--- src/hw/rtl/mi3_pkg.sv ---
// Shared widths, types and stage counts for the 3x3 matrix inverse pipeline.
package mi3_pkg;

	localparam int DATA_WIDTH = 32;
	localparam int FRAC_BITS  = 16;
	localparam int NEL        = 9;

	localparam int PROD_W = 2 * DATA_WIDTH;
	localparam int COF_W  = 2 * DATA_WIDTH + 1;
	localparam int PP_W   = 2 * DATA_WIDTH + 1;
	localparam int DET_W  = 3 * DATA_WIDTH + 1;
	localparam int DMAG_W = 3 * DATA_WIDTH;
	localparam int CABS_W = 2 * DATA_WIDTH;
	localparam int NUM_W  = (2 * DATA_WIDTH + 2 * FRAC_BITS > 3 * DATA_WIDTH) ?
		2 * DATA_WIDTH + 2 * FRAC_BITS + 2 : 3 * DATA_WIDTH + 2;
	localparam int DD_W   = DMAG_W + 1;
	localparam int CMP_W  = NUM_W + DATA_WIDTH + 1;

	// divider: numerator prep, overflow check, one stage per quotient bit, clip
	localparam int DIV_ST = DATA_WIDTH + 3;
	// input, products, cofactors, det partials, det terms, det, magnitudes, divider
	localparam int NST    = 7 + DIV_ST;

	typedef logic signed [DATA_WIDTH-1:0] elem_t;
	typedef logic signed [PROD_W-1:0]     prod_t;
	typedef logic signed [COF_W-1:0]      cof_t;
	typedef logic signed [DET_W-1:0]      det_t;

	typedef struct packed {
		logic [NEL-1:0][DATA_WIDTH-1:0] r;
		logic                           singular;
		logic                           saturated;
	} res_t;

endpackage

--- src/hw/rtl/mi3_obuf.sv ---
// Two-entry result buffer between the pipeline and the output channel.
module mi3_obuf import mi3_pkg::*; (
	input  logic clk,
	input  logic arst_n,
	input  logic push,
	input  res_t din,
	input  logic pop,
	output logic full,
	output logic valid,
	output res_t dout
);

	res_t       mem [2];
	logic       wr_q;
	logic       rd_q;
	logic [1:0] cnt_q;

	always_ff @(posedge clk) begin
		if (push)
			mem[wr_q] <= din;
	end

	always_ff @(posedge clk or negedge arst_n) begin
		if (!arst_n) begin
			wr_q  <= 1'b0;
			rd_q  <= 1'b0;
			cnt_q <= '0;
		end else begin
			if (push)
				wr_q <= ~wr_q;
			if (pop)
				rd_q <= ~rd_q;
			cnt_q <= cnt_q + {1'b0, push} - {1'b0, pop};
		end
	end

	assign full  = (cnt_q == 2'd2);
	assign valid = (cnt_q != 2'd0);
	assign dout  = mem[rd_q];

endmodule

--- config.mk ---
export PLATFORM = sky130hd
export DESIGN_NAME = mi3_obuf
export DESIGN_NICKNAME = d
export VERILOG_FILES = /design/src/hw/rtl/mi3_pkg.sv /design/src/hw/rtl/mi3_obuf.sv
export SDC_FILE = /design/constraint.sdc
export NUM_CORES = 1
export LEC_CHECK = 0
export BUFFER_PORTS_ARGS = -buffer_cell sky130_fd_sc_hd__buf_2
export CAP_MARGIN = 20
export CORE_AREA = 8 8 224 226
export CTS_CLUSTER_DIAMETER = 150
export DETAILED_ROUTE_END_ITERATION = 12
export DIE_AREA = 0 0 232 234
export GPL_ROUTABILITY_DRIVEN = 0
export PLACE_DENSITY_LB_ADDON = 0.08
export REMOVE_ABC_BUFFERS = 1
export SYNTH_ARGS = -nofsm -noshare
export SYNTH_HDL_FRONTEND = slang
export SYNTH_SLANG_ARGS = --single-unit
--- constraint.sdc ---
create_clock -name clk -period 16.3 [get_ports clk]
set_clock_uncertainty 0.1 [all_clocks]
set_input_delay 4.075 -clock clk [delete_from_list [all_inputs] [get_ports clk]]
set_output_delay 4.075 -clock clk [all_outputs]
set_load 0.01 [all_outputs]
[Yosys cells after proc, flatten, opt, wreduce, memory -nomap -nowiden]
Memory sizes are Yosys's and may differ from the RTL's.
Cells that the tools add are included.
Widths: inputs -> output; s select.
Cells by class
  add/sub/neg operators: 2
  $mul: 0
  divide/modulo/power cells: 0
  order comparisons: 0
  eq/ne operators: 1
  shifts and indexed selects: 0
  multiplexer cells: 2
  bitwise operators: 2
  reductions and logical operators: 1
Operator list (number)
  $add 2x1->2: 1
  $eq 2x2->1 const B: 1
  $mux 1: 2
  $not 1->1: 2
  $reduce_bool 2->1: 1
  $sub 2x1->2: 1
Storage, ports and cells
  register bits after elaboration: 4
  bits in latches: 0
  memory bits (writable): 580
  ROM bits: 0
  input bits: 294
  logic and storage cells: 12
  memories: 1
Memory list
  mem: depth 2, width 290, rd ports 1, clocked after Yosys merged registers in 0, wr ports 1, line mi3_obuf.sv:13  | res_t mem [2];

[Logic depth before layout (Yosys ltp)]
Gate-level depths: netlist (run 1).
  depth in word-level cells: 2
  mapped depth: 5
  gate-level depth less buffers: 5

[Worst setup path before layout (run 1)]
No wires, ideal clock.
  path kind: input to register
  from: input port push
  to: memory mem[0][0] (netlist name) (enable)
  setup time: 982 ps
  arrival: 16543 ps
  slack: -1324 ps
  stages: 1
  buffers on the path: 0
  cells stage by stage: nor2b_1
On the way
  word-level cells in the longest chain between the ends: 2
Ends and longest elaborated chain
  from (decl): line mi3_obuf.sv:5  | input logic push,
  $mux 1: line mi3_obuf.sv:19  | if (push)
  $mux 1 (implied by the code): line mi3_obuf.sv:20  | mem[wr_q] <= din;
  to (decl): line mi3_obuf.sv:13
Every way passes these cells.

==> impl_metrics.prom, run 1 <==
# TYPE chip_impl_metric gauge
chip_impl_info{name="status",value="finished, final reports clean"} 1
chip_impl_metric{name="seq_area",unit="mm2"} 0.0175
chip_impl_metric{name="drv_slew",unit=""} 0
chip_impl_metric{name="seq_area_frac_synth",unit="%"} 82.2
chip_impl_metric{name="pre_cts_slack",unit="ns"} 9.58
chip_impl_info{name="setup.worst_path.end_class",value="output pin"} 1
chip_impl_info{name="synth.area.top_cells",value="sky130_fd_sc_hd__edfxtp_1 82%, sky130_fd_sc_hd__mux2_2 15%, sky130_fd_sc_hd__clkbuf_8 1.7%"} 1
chip_impl_info{name="cts-root-buf",value="sky130_fd_sc_hd__clkbuf_16"} 1
chip_impl_metric{name="worst_ir_drop_vdd",unit="mV"} 0.163
chip_impl_metric{name="gr-usage-all-layers",unit="%"} 19.2
chip_impl_metric{name="worstSkewPairLatency",unit="ns"} 0.57
chip_impl_metric{name="post_synth_cell_types",unit=""} 12
chip_impl_metric{name="multi_input_comb_area",unit="mm2"} 0.00337
chip_impl_metric{name="max_freq",unit="MHz"} 137
chip_impl_metric{name="worst-slew-pin-transition",unit="ns"} 1.28
chip_impl_metric{name="cts_inserted_buffers",unit=""} 57
chip_impl_metric{name="io_pins",unit=""} 586
chip_impl_metric{name="postCtsHoldBufs",unit=""} 0
chip_impl_info{name="rsz0062_at_grt",value="no"} 1
chip_impl_metric{name="core_area",unit="mm2"} 0.0468
chip_impl_metric{name="ys_seq_elements",unit=""} 584
chip_impl_metric{name="yosys.area.top_type_share",unit="%"} 81.7
chip_impl_info{name="hp-class",value="flop to flop"} 1
chip_impl_metric{name="syn_area",unit="mm2"} 0.0213
chip_impl_metric{name="fill_cells",unit=""} 3744
chip_impl_metric{name="finalCriticalPeriod",unit="ns"} 7.32
chip_impl_metric{name="postCtsSetupRepairBufs",unit=""} 0
chip_impl_metric{name="final_critical_path_setup_slack",unit="ns"} 8.98
chip_impl_metric{name="wire_per_inst",unit="um"} 24.7
chip_impl_metric{name="finalSetupViolations",unit=""} 0
chip_impl_metric{name="drc",unit=""} 0
chip_impl_metric{name="power.density",unit="mW/mm2"} 174
chip_impl_metric{name="tritoncts_num_sinks",unit=""} 584
chip_impl_metric{name="synth_area_per_cell",unit="um2"} 23.2
chip_impl_info{name="post-synth-top-area-cell",value="sky130_fd_sc_hd__edfxtp_1"} 1
chip_impl_metric{name="die-area",unit="mm2"} 0.0543
chip_impl_metric{name="slew_margin_rel",unit="%"} 14.6
chip_impl_metric{name="timing.critical_path.required",unit="ns"} 12.12
chip_impl_metric{name="place_inst",unit=""} 2092
chip_impl_metric{name="dp.final_hpwl",unit="um"} 39300
chip_impl_metric{name="viasPerCell",unit=""} 4.91
chip_impl_metric{name="initial_antenna_violation_count",unit=""} 26
chip_impl_metric{name="rows",unit=""} 80
chip_impl_metric{name="grt_first_pass_wirelength",unit="um"} 75800
chip_impl_metric{name="initial_utilization",unit="%"} 45.5
chip_impl_metric{name="cp_max_fo",unit=""} 158
chip_impl_info{name="tritoncts",value="done"} 1
chip_impl_metric{name="post_cts_resized",unit=""} 0
chip_impl_metric{name="final_period_util",unit="%"} 44.9
chip_impl_info{name="worstSetupStartpointType",value="flop"} 1
chip_impl_metric{name="overflow",unit=""} 0
chip_impl_metric{name="total_leakage_power",unit="nW"} 9.83
chip_impl_metric{name="synthesis.yosys.warnings",unit=""} 0
chip_impl_metric{name="via_count_of_the_first_global_routing_pass",unit=""} 11731
chip_impl_metric{name="htree_levels",unit=""} 2
chip_impl_metric{name="finish.instance_area",unit="mm2"} 0.0264
chip_impl_metric{name="antenna_viol_nets_final",unit=""} 0
chip_impl_metric{name="grt_max_degree",unit=""} 163
chip_impl_metric{name="reg2reg_depth",unit=""} 2
chip_impl_metric{name="worstPathArrival",unit="ns"} 3.14
chip_impl_metric{name="design.final.nets",unit=""} 1832
chip_impl_metric{name="depth_of_the_worst_hold_timing_path",unit=""} 1
chip_impl_info{name="mostFrequentLayoutCell",value="sky130_fd_sc_hd__buf_2"} 1
chip_impl_metric{name="drt_wirelength",unit="um"} 54800
chip_impl_info{name="layout_common_cells",value="585 x sky130_fd_sc_hd__buf_2, 580 x sky130_fd_sc_hd__edfxtp_1, 290 x sky130_fd_sc_hd__mux2_2, 57 x sky130_fd_sc_hd__clkbuf_16, 20 x sky130_fd_sc_hd__clkbuf_1"} 1
chip_impl_metric{name="p_total",unit="mW"} 4.58
chip_impl_metric{name="die_y",unit="um"} 234
chip_impl_info{name="critPathKind",value="flop to output pin"} 1
chip_impl_metric{name="finalNonFillerCells",unit=""} 2216
chip_impl_metric{name="drt_pre_antenna_iters",unit=""} 4
chip_impl_metric{name="cts-root-to-sink-buffers",unit=""} 3
chip_impl_metric{name="hold_viol_final",unit=""} 0
chip_impl_metric{name="timing.max_cap.violations",unit=""} 0
chip_impl_metric{name="drive_gt1_share",unit="%"} 60.2
chip_impl_metric{name="clock_edge_transition_at_the_registers_on_the_reported_setup_and_hold_paths",unit="ns"} 0.06
chip_impl_metric{name="post_synth_inst_count",unit=""} 917
chip_impl_metric{name="die_width",unit="um"} 232
chip_impl_metric{name="detailed_place.area",unit="mm2"} 0.0247
chip_impl_metric{name="layout_stage_area_growth_over_the_synthesis_result",unit="%"} 23.8
chip_impl_metric{name="io_buffer_count",unit=""} 585
chip_impl_metric{name="num_vias",unit=""} 10884
chip_impl_metric{name="drtIter0Drc",unit=""} 679
[sequential cells by signal, indices dropped and copies added, names as in the netlist]
name and count:
cnt_q 2, mem 580, rd_q 1, wr_q 1
[worst paths after layout]
path	end	slack [ns]	start
hold reg to reg	wr_q$_DFFE_PN0P_	0.45	wr_q$_DFFE_PN0P_
setup / recovery	dout[168]	8.98	rd_q$_DFFE_PN0P_
setup reg to reg	mem[1][240]$_DFFE_PP_	13.59	wr_q$_DFFE_PN0P_
min in group asynchronous	cnt_q[0]$_DFF_PN0_	3.19	arst_n
hold / removal	wr_q$_DFFE_PN0P_	0.45	wr_q$_DFFE_PN0P_
max in group asynchronous	rd_q$_DFFE_PN0P_	12.77	arst_n
[through the flow]
step | setup TNS [ns] | hold slack [ns] | utilization [%]
floorplan | -384.09 | 0.355 | -
global placement | 0 | 0.428 | 52.7
detailed placement | 0 | 0.447 | 52.7
CTS | 0 | 0.456 | 56.2
global route | 0 | 0.480 | 56.3
finish | 0 | 0.452 | 56.3
[layer usage]
layer	share of wire [%]	track usage [%]	wire length (um)	vias to the layer above
met4	3.8	9.84	2100	12
met1	36	20.9	19700	5430
met2	52	32.9	28600	391
met5	0.14	0	78	-
li1	-	-	-	4943
met3	7.9	6.73	4330	108
[worst max-delay path: stages, from the launching register on]
cell,delay [ns]
sky130_fd_sc_hd__dfrtp_4,1.05
sky130_fd_sc_hd__buf_12,0.65
sky130_fd_sc_hd__mux2_2,0.44
sky130_fd_sc_hd__buf_2,0.15
[power breakdown]
part | total, mW | internal [mW] | switching (mW)
clock network | 1.17 | 0.655 | 0.517
registers | 2.10 | 2.00 | 0.101
logic | 1.31 | 0.575 | 0.733
total | 4.58 | 3.23 | 1.35
[layout make-up]
type	count	area share (%)
antenna	23	0.218
multi-input combinational	299	12.8
clock inverter	24	0.484
clock buffer	77	5.69
tap	615	2.92
sequential	584	66.4
timing repair buffer	592	11.4
inverter	2	0.0285
[synth_stat cells]
cell / n
sky130_fd_sc_hd__edfxtp_1: 580
sky130_fd_sc_hd__mux2_2: 290
sky130_fd_sc_hd__clkbuf_8: 26
sky130_fd_sc_hd__buf_6: 6
sky130_fd_sc_hd__dfrtp_1: 4
sky130_fd_sc_hd__ha_1: 2
sky130_fd_sc_hd__inv_1: 2
sky130_fd_sc_hd__nor2b_1: 2
sky130_fd_sc_hd__xor2_1: 2
sky130_fd_sc_hd__and2_1: 1
sky130_fd_sc_hd__or2_2: 1
sky130_fd_sc_hd__xor3_1: 1
[logic make-up (layout without fill, tap and decap cells)]
group | after synthesis | in the layout | share of synthesized area (%)
adder cells (fa/ha/maj) | 2 | 2 | 0.117
AND/OR/NAND/NOR | 4 | 4 | 0.117
buffers and inverters | 34 | 695 | 2.03
XOR/XNOR | 3 | 3 | 0.194
multiplexers | 290 | 290 | 15.3
flip-flops | 584 | 584 | 82.2
other | 0 | 23 | 0
Note: power is estimated with default switching activity, not from simulation.
==> inputs of run 2 (changes only) <==
CORE_AREA = not set   (was 8 8 224 226)
CORE_MARGIN = 8   (was not set)
CORE_UTILIZATION = 47   (was not set)
DIE_AREA = not set   (was 0 0 232 234)
clock period = 6.4 ns   (was 16.3 ns; I/O delays follow)
==> impl_metrics.prom, run 2 (synthesis gave the netlist of run 1 again) <==
# TYPE chip_impl_metric gauge
chip_impl_metric{name="route.met2.wl",unit="um"} 27300
chip_impl_info{name="crit-reg2reg-capture",value="mem[1][262]$_DFFE_PP_"} 1
chip_impl_metric{name="postCtsSetupRepairBufs",unit=""} 0
chip_impl_metric{name="multi_input_comb_area",unit="mm2"} 0.00337
chip_impl_metric{name="cellInternalPower",unit="mW"} 8.40
chip_impl_info{name="rsz0062_at_grt",value="no"} 1
chip_impl_metric{name="critPathMaxStageDelay",unit="ns"} 1.00
chip_impl_metric{name="initial_antenna_violation_count",unit=""} 24
chip_impl_metric{name="drtIter0Drc",unit=""} 698
chip_impl_info{name="tritoncts",value="done"} 1
chip_impl_metric{name="gr-usage-all-layers",unit="%"} 19.4
chip_impl_metric{name="io_buffer_count",unit=""} 585
chip_impl_metric{name="fill_cells",unit=""} 3540
chip_impl_metric{name="worst_ir_drop_vdd",unit="mV"} 0.308
chip_impl_metric{name="cp_max_fo",unit=""} 107
chip_impl_metric{name="die_width",unit="um"} 229
chip_impl_metric{name="largest_register_ff_count",unit=""} 580
chip_impl_info{name="max_flop_register",value="mem"} 1
chip_impl_metric{name="core_area",unit="mm2"} 0.0451
chip_impl_metric{name="drv_slew",unit=""} 0
chip_impl_metric{name="grt_max_degree",unit=""} 120
chip_impl_metric{name="design.final.nets",unit=""} 1835
chip_impl_metric{name="detailed_place.area",unit="mm2"} 0.0247
chip_impl_metric{name="clock_edge_transition_at_the_registers_on_the_reported_setup_and_hold_paths",unit="ns"} 0.05
chip_impl_metric{name="die_y",unit="um"} 229
chip_impl_metric{name="layout_stage_area_growth_over_the_synthesis_result",unit="%"} 24.5
chip_impl_metric{name="power_frac_seq",unit="%"} 44.6
chip_impl_info{name="hp-class",value="flop to flop"} 1
chip_impl_info{name="worstSetupStartpointType",value="flop"} 1
chip_impl_metric{name="worstSkewPairLatency",unit="ns"} 0.59
chip_impl_metric{name="cts_inserted_buffers",unit=""} 59
chip_impl_metric{name="finalSetupViolations",unit=""} 0
chip_impl_metric{name="rows",unit=""} 78
chip_impl_metric{name="grt_first_pass_wirelength",unit="um"} 75700
chip_impl_info{name="cts-root-buf",value="sky130_fd_sc_hd__clkbuf_16"} 1
chip_impl_metric{name="tritoncts_num_sinks",unit=""} 584
chip_impl_metric{name="timing.setup.tns",unit="ns"} 0
chip_impl_metric{name="cts-root-to-sink-buffers",unit=""} 3
chip_impl_info{name="worstReg2RegStart",value="wr_q$_DFFE_PN0P_"} 1
chip_impl_metric{name="slew_margin_rel",unit="%"} 40.9
chip_impl_metric{name="dp.final_hpwl",unit="um"} 37300
chip_impl_metric{name="reg2reg_depth",unit=""} 2
chip_impl_info{name="biggestRegsByFlops",value="mem (580), cnt_q (2)"} 1
chip_impl_metric{name="timing.max_cap.violations",unit=""} 0
chip_impl_metric{name="wire_per_inst",unit="um"} 24.0
chip_impl_metric{name="postCtsHoldBufs",unit=""} 0
chip_impl_metric{name="initial_utilization",unit="%"} 47.3
chip_impl_metric{name="finalNonFillerCells",unit=""} 2199
chip_impl_info{name="setup.worst_path.end_class",value="output pin"} 1
chip_impl_metric{name="worstPathArrival",unit="ns"} 2.87
chip_impl_metric{name="finish.instance_area",unit="mm2"} 0.0265
chip_impl_metric{name="htree_levels",unit=""} 2
chip_impl_metric{name="worst-slew-pin-transition",unit="ns"} 0.886
chip_impl_info{name="min-delay-start",value="wr_q$_DFFE_PN0P_"} 1
chip_impl_info{name="status",value="finished, final reports clean"} 1
chip_impl_metric{name="seq_area",unit="mm2"} 0.0175
chip_impl_info{name="highest-signal-layer",value="met5"} 1
chip_impl_metric{name="finalCriticalPeriod",unit="ns"} 4.57
chip_impl_metric{name="power_frac_comb",unit="%"} 28.5
chip_impl_metric{name="via_count_of_the_first_global_routing_pass",unit=""} 11514
chip_impl_metric{name="depth_of_the_worst_hold_timing_path",unit=""} 1
chip_impl_metric{name="overflow",unit=""} 0
chip_impl_metric{name="hold_viol_final",unit=""} 0
chip_impl_metric{name="place_inst",unit=""} 2078
chip_impl_metric{name="dr_wl_met3",unit="um"} 4930
chip_impl_metric{name="timing.critical_path.required",unit="ns"} 4.70
chip_impl_metric{name="total_leakage_power",unit="nW"} 9.94
chip_impl_info{name="critPathKind",value="flop to output pin"} 1
chip_impl_metric{name="power.density",unit="mW/mm2"} 447
chip_impl_metric{name="die-area",unit="mm2"} 0.0524
chip_impl_metric{name="drt_pre_antenna_iters",unit=""} 5
chip_impl_info{name="mostFrequentLayoutCell",value="sky130_fd_sc_hd__buf_2"} 1
chip_impl_metric{name="drc",unit=""} 0
chip_impl_metric{name="detail_route.wirelength.met1",unit="um"} 18900
chip_impl_metric{name="antenna_viol_nets_final",unit=""} 0
chip_impl_metric{name="clockPowerShare",unit="%"} 26.9
chip_impl_info{name="critical_path.cell_chain",value="buf_12, mux2_2, buf_2"} 1
chip_impl_metric{name="io_pins",unit=""} 586
chip_impl_info{name="layout_common_cells",value="585 x sky130_fd_sc_hd__buf_2, 580 x sky130_fd_sc_hd__edfxtp_1, 290 x sky130_fd_sc_hd__mux2_2, 61 x sky130_fd_sc_hd__clkbuf_16, 17 x sky130_fd_sc_hd__clkbuf_1"} 1
chip_impl_metric{name="drive_gt1_share",unit="%"} 60.7
chip_impl_metric{name="switching_share",unit="%"} 29.3
chip_impl_metric{name="p_total",unit="mW"} 11.9
chip_impl_metric{name="drt_wirelength",unit="um"} 52800
chip_impl_info{name="hold_path_end",value="wr_q$_DFFE_PN0P_"} 1
chip_impl_metric{name="final_period_util",unit="%"} 71.4
chip_impl_metric{name="num_vias",unit=""} 10880
chip_impl_metric{name="setup.reg_to_reg.worst_slack",unit="ns"} 4.03
chip_impl_metric{name="viasPerCell",unit=""} 4.95
chip_impl_metric{name="final.hold.worst_slack",unit="ns"} 0.454
chip_impl_metric{name="post_cts_resized",unit=""} 0
chip_impl_info{name="critical_path.slowest_cell",value="sky130_fd_sc_hd__dfrtp_4"} 1
chip_impl_metric{name="total_switching_power",unit="mW"} 3.47
chip_impl_metric{name="max_freq",unit="MHz"} 219
[run 2: cell types whose count changed in the layout (fill, tap and decap cells not counted), sizes merged]
| cell | previous run | this run |
|---|---|---|
| buf | 592 | 593 |
| bufinv | 1 | 3 |
| clkinv | 23 | 25 |
| clkbuf | 77 | 78 |
| diode | 23 | 15 |
[run 2: routing by layer]
layer / vias up / global-route usage, %
met2: 378 / 33.8
li1: 4944 / -
met4: 22 / 6.83
met3: 96 / 8.22
met5: - / 0
met1: 5440 / 21.1
[run 2: critical path: cells and delay by family, from the launching register on]
family | cells | cell delay (ns)
flip-flops | 1 | 1.00
buffers and inverters | 2 | 0.68
multiplexers | 1 | 0.44
[run 2: through the flow]
stage	worst slack [ns]	utilization, %
after floorplan	-8.75	-
after CTS	1.79	58.8
after detailed placement	2.45	54.8
final	1.83	58.8
after global routing	1.71	58.8
after global placement	2.46	54.8
[run 2: layout make-up]
| type | count | area share, % |
|---|---|---|
| clock buffers | 78 | 5.99 |
| inverters | 2 | 0.0283 |
| well taps | 600 | 2.83 |
| repair buffers | 593 | 11.5 |
| multi-input cells | 299 | 12.7 |
| diodes | 15 | 0.141 |
| clock inverters | 28 | 0.745 |
| flip-flops and latches | 584 | 66.0 |
[run 2: worst max path at each step]
stage / from / end
6_report: rd_q$_DFFE_PN0P_ / dout[216]
4_1_cts: rd_q$_DFFE_PN0P_ / dout[234]
3_3_place_gp: rd_q$_DFFE_PN0P_ / dout[1]
2_1_floorplan: push / mem[0][0]$_DFFE_PP_
5_1_grt: rd_q$_DFFE_PN0P_ / dout[216]
3_5_place_dp: rd_q$_DFFE_PN0P_ / dout[234]
[run 2: power by group through the flow]
stage | sequential [mW] | combinational [mW] | clock, mW
floorplan | 5.82 | 2.09 | 0
global placement | 5.35 | 3.47 | 0
detailed placement | 5.38 | 3.46 | 0
CTS | 5.30 | 3.48 | 3.28
global route | 5.36 | 3.63 | 3.40
finish | 5.30 | 3.39 | 3.19
==> inputs of run 3 (changes only) <==
ABC_AREA = 1   (was not set)
clock period = 4.02 ns   (was 6.4 ns; I/O delays follow)
==> impl_metrics.prom, run 3 <==
# TYPE chip_impl_metric gauge
chip_impl_metric{name="initial_antenna_violation_count",unit=""} 29
chip_impl_metric{name="die_width",unit="um"} 233
chip_impl_metric{name="drc",unit=""} 0
chip_impl_metric{name="post_synth_cell_types",unit=""} 19
chip_impl_metric{name="cellInternalPower",unit="mW"} 12.9
chip_impl_metric{name="yosys.area.top_type_share",unit="%"} 78.9
chip_impl_metric{name="slew_margin_rel",unit="%"} 48.1
chip_impl_info{name="mostFrequentLayoutCell",value="sky130_fd_sc_hd__buf_2"} 1
chip_impl_metric{name="power_frac_seq",unit="%"} 43.0
chip_impl_info{name="synth.area.top_cells",value="sky130_fd_sc_hd__edfxtp_1 79%, sky130_fd_sc_hd__inv_1 5.1%, sky130_fd_sc_hd__o21ai_0 4.3%"} 1
chip_impl_info{name="critPathKind",value="flop to output pin"} 1
chip_impl_metric{name="viasPerCell",unit=""} 4.77
chip_impl_metric{name="timing.critical_path.required",unit="ns"} 2.91
chip_impl_metric{name="worst-slew-pin-transition",unit="ns"} 0.777
chip_impl_metric{name="drt_wirelength",unit="um"} 57000
chip_impl_metric{name="post_cts_resized",unit=""} 0
chip_impl_metric{name="seq_area",unit="mm2"} 0.0175
chip_impl_metric{name="synth_area_per_cell",unit="um2"} 14.3
chip_impl_metric{name="max_freq",unit="MHz"} 290
chip_impl_info{name="critical_path.slowest_cell",value="sky130_fd_sc_hd__dfrtp_4"} 1
chip_impl_info{name="rsz0062_at_grt",value="no"} 1
chip_impl_metric{name="grt_max_degree",unit=""} 103
chip_impl_metric{name="final.hold.worst_slack",unit="ns"} 0.129
chip_impl_metric{name="postCtsSetupRepairBufs",unit=""} 0
chip_impl_info{name="status",value="finished, final reports clean"} 1
chip_impl_metric{name="worst_ir_drop_vdd",unit="mV"} 0.575
chip_impl_metric{name="multi_input_comb_area",unit="mm2"} 0.00295
chip_impl_metric{name="antenna_viol_nets_final",unit=""} 0
chip_impl_metric{name="fill_cells",unit=""} 3794
chip_impl_metric{name="dp.final_hpwl",unit="um"} 41500
chip_impl_metric{name="io_pins",unit=""} 586
chip_impl_metric{name="drt_pre_antenna_iters",unit=""} 5
chip_impl_metric{name="layout_stage_area_growth_over_the_synthesis_result",unit="%"} 24.2
chip_impl_metric{name="clock_edge_transition_at_the_registers_on_the_reported_setup_and_hold_paths",unit="ns"} 0.06
chip_impl_info{name="synth_most_common_cell",value="sky130_fd_sc_hd__edfxtp_1"} 1
chip_impl_metric{name="worstPathArrival",unit="ns"} 2.35
chip_impl_metric{name="clockPowerShare",unit="%"} 25.3
chip_impl_metric{name="ys_seq_elements",unit=""} 584
chip_impl_info{name="layout_common_cells",value="585 x sky130_fd_sc_hd__buf_2, 580 x sky130_fd_sc_hd__edfxtp_1, 296 x sky130_fd_sc_hd__inv_1, 247 x sky130_fd_sc_hd__nand2_1, 189 x sky130_fd_sc_hd__o21ai_0"} 1
chip_impl_metric{name="largest_register_ff_count",unit=""} 580
chip_impl_metric{name="power_frac_comb",unit="%"} 31.7
chip_impl_metric{name="design.final.nets",unit=""} 2446
chip_impl_info{name="worstSetupStartpointType",value="flop"} 1
chip_impl_metric{name="seq_area_frac_synth",unit="%"} 79.4
chip_impl_metric{name="syn_area",unit="mm2"} 0.0221
chip_impl_metric{name="timing.max_cap.violations",unit=""} 0
chip_impl_metric{name="finalSetupViolations",unit=""} 0
chip_impl_metric{name="overflow",unit=""} 0
chip_impl_info{name="biggestRegsByFlops",value="mem (580), cnt_q (2)"} 1
chip_impl_metric{name="tritoncts_num_sinks",unit=""} 584
chip_impl_metric{name="switching_share",unit="%"} 34.3
chip_impl_metric{name="synth_edf_count",unit=""} 580
chip_impl_metric{name="critPathMaxStageDelay",unit="ns"} 0.78
chip_impl_info{name="max_flop_register",value="mem"} 1
chip_impl_metric{name="post_synth_inst_count",unit=""} 1540
chip_impl_info{name="tritoncts",value="done"} 1
chip_impl_info{name="setup.worst_path.end_class",value="output pin"} 1
chip_impl_metric{name="power.density",unit="mW/mm2"} 714
chip_impl_metric{name="die-area",unit="mm2"} 0.0541
chip_impl_metric{name="grt_first_pass_wirelength",unit="um"} 81600
chip_impl_info{name="cts-root-buf",value="sky130_fd_sc_hd__clkbuf_16"} 1
chip_impl_metric{name="final_core_util",unit="%"} 59.0
chip_impl_metric{name="postCtsHoldBufs",unit=""} 0
chip_impl_metric{name="final_period_util",unit="%"} 85.9
chip_impl_metric{name="via_count_of_the_first_global_routing_pass",unit=""} 13414
chip_impl_metric{name="core_area",unit="mm2"} 0.0465
chip_impl_metric{name="synth-async-reset-ratio",unit="%"} 0.685
chip_impl_info{name="critical_path.cell_chain",value="buf_4, nand2_1, o21ai_0, buf_2"} 1
chip_impl_metric{name="total_leakage_power",unit="nW"} 11.6
chip_impl_metric{name="wire_per_inst",unit="um"} 20.2
chip_impl_metric{name="io_buffer_count",unit=""} 585
chip_impl_metric{name="drive_gt1_share",unit="%"} 36.1
chip_impl_metric{name="htree_levels",unit=""} 2
chip_impl_info{name="ys.flop_type",value="sky130_fd_sc_hd__edfxtp_1"} 1
chip_impl_metric{name="num_vias",unit=""} 13435
chip_impl_metric{name="gr-usage-all-layers",unit="%"} 20.4
chip_impl_metric{name="total_switching_power",unit="mW"} 6.70
chip_impl_metric{name="hold_viol_final",unit=""} 0
chip_impl_metric{name="initial_utilization",unit="%"} 47.5
chip_impl_metric{name="cts-root-to-sink-buffers",unit=""} 3
chip_impl_metric{name="synthesis.yosys.warnings",unit=""} 0
chip_impl_info{name="hp-class",value="primary input to asynchronous set/reset pin"} 1
chip_impl_metric{name="drv_slew",unit=""} 0
chip_impl_metric{name="die_y",unit="um"} 233
chip_impl_info{name="synthTopCellsByCount",value="580 x sky130_fd_sc_hd__edfxtp_1, 297 x sky130_fd_sc_hd__inv_1, 247 x sky130_fd_sc_hd__nand2_1"} 1
chip_impl_metric{name="finalCriticalPeriod",unit="ns"} 3.45
chip_impl_metric{name="rows",unit=""} 79
chip_impl_info{name="post-synth-top-area-cell",value="sky130_fd_sc_hd__edfxtp_1"} 1
chip_impl_metric{name="cts_inserted_buffers",unit=""} 59
chip_impl_metric{name="drtIter0Drc",unit=""} 892
chip_impl_metric{name="cp_max_fo",unit=""} 39
chip_impl_metric{name="timing.setup.tns",unit="ns"} 0
chip_impl_metric{name="worstSkewPairLatency",unit="ns"} 0.59
## run 3: changes by cell type in the layout (fill, tap and decap cells not counted), sizes merged, moves of 3 or more
cell and delta:
nand2 +297, inv +297, mux2 -290, clkbuf -5, clkinv +3, o21ai +290
buf +21
## run 3: worst max-delay path, delay by kind of cell, from the launching register on
kind / cells / cell delay [ns]
AO/OA/AOI/OAI: 1 / 0.20
buffers and inverters: 2 / 0.66
flip-flops: 1 / 0.78
AND/OR/NAND/NOR: 1 / 0.09
## run 3: layout make-up
type	count	area share, %
Multi-Input combinational cell	594	10.7
Tap cell	607	2.77
Sequential cell	584	63.9
Clock buffer	73	5.66
Clock inverter	31	0.653
Antenna cell	16	0.146
Timing Repair Buffer	614	12.0
Inverter	297	4.09
## run 3: metrics by stage
stage          std cells  worst slack, ns  area, um2  power [mW]
2_1_floorplan       1475           -10.19      21600        10.9
5_1_grt             2812            0.395      27400        20.7
3_5_place_dp        2696             1.09      25600        14.9
6_report            2816            0.569      27400        19.6
4_1_cts             2800            0.441      27400        19.9
3_3_place_gp        2696             1.14      25600        14.8
## run 3: cells by family after synthesis
family / count (synthesis) / share of synthesized area (%)
xor gates and xnor gates: 2 / 0.0794
adders and majority gates: 2 / 0.113
buffers and inverters: 362 / 7.30
AOI/OAI and AO/OA: 290 / 7.45
DFF: 584 / 79.4
and+or+nand+nor: 300 / 5.68
## run 3: per-layer routing
metal	part of all wire [%]	vias to the layer above	track usage, %
met5	0.30	-	0
met4	3.1	26	8.82
met3	9.3	111	7.53
met2	51	454	34.5
met1	36	6366	22.9
li1	-	6478	-
## run 3: worst paths after layout
check | startpoint | to | slack [ns] | depth (start not counted)
setup / recovery | rd_q$_DFFE_PN0P_ | dout[19] | 0.57 | 4
hold / removal | arst_n | cnt_q[1]$_DFF_PN0_ | 0.13 | 1
setup reg to reg | wr_q$_DFFE_PN0P_ | mem[1][161]$_DFFE_PP_ | 1.99 | 3
hold reg to reg | wr_q$_DFFE_PN0P_ | wr_q$_DFFE_PN0P_ | 0.46 | 1
max in group asynchronous | arst_n | rd_q$_DFFE_PN0P_ | 3.53 | 1
min in group clk | wr_q$_DFFE_PN0P_ | wr_q$_DFFE_PN0P_ | 0.46 | 1
## run 3: power by group through the flow
stage,clock [mW],combinational (mW),sequential (mW)
floorplan,0,2.00,8.85
global placement,0,6.31,8.50
detailed placement,0,6.35,8.54
CTS,5.10,6.38,8.42
global route,5.30,6.85,8.51
finish,4.95,6.20,8.40
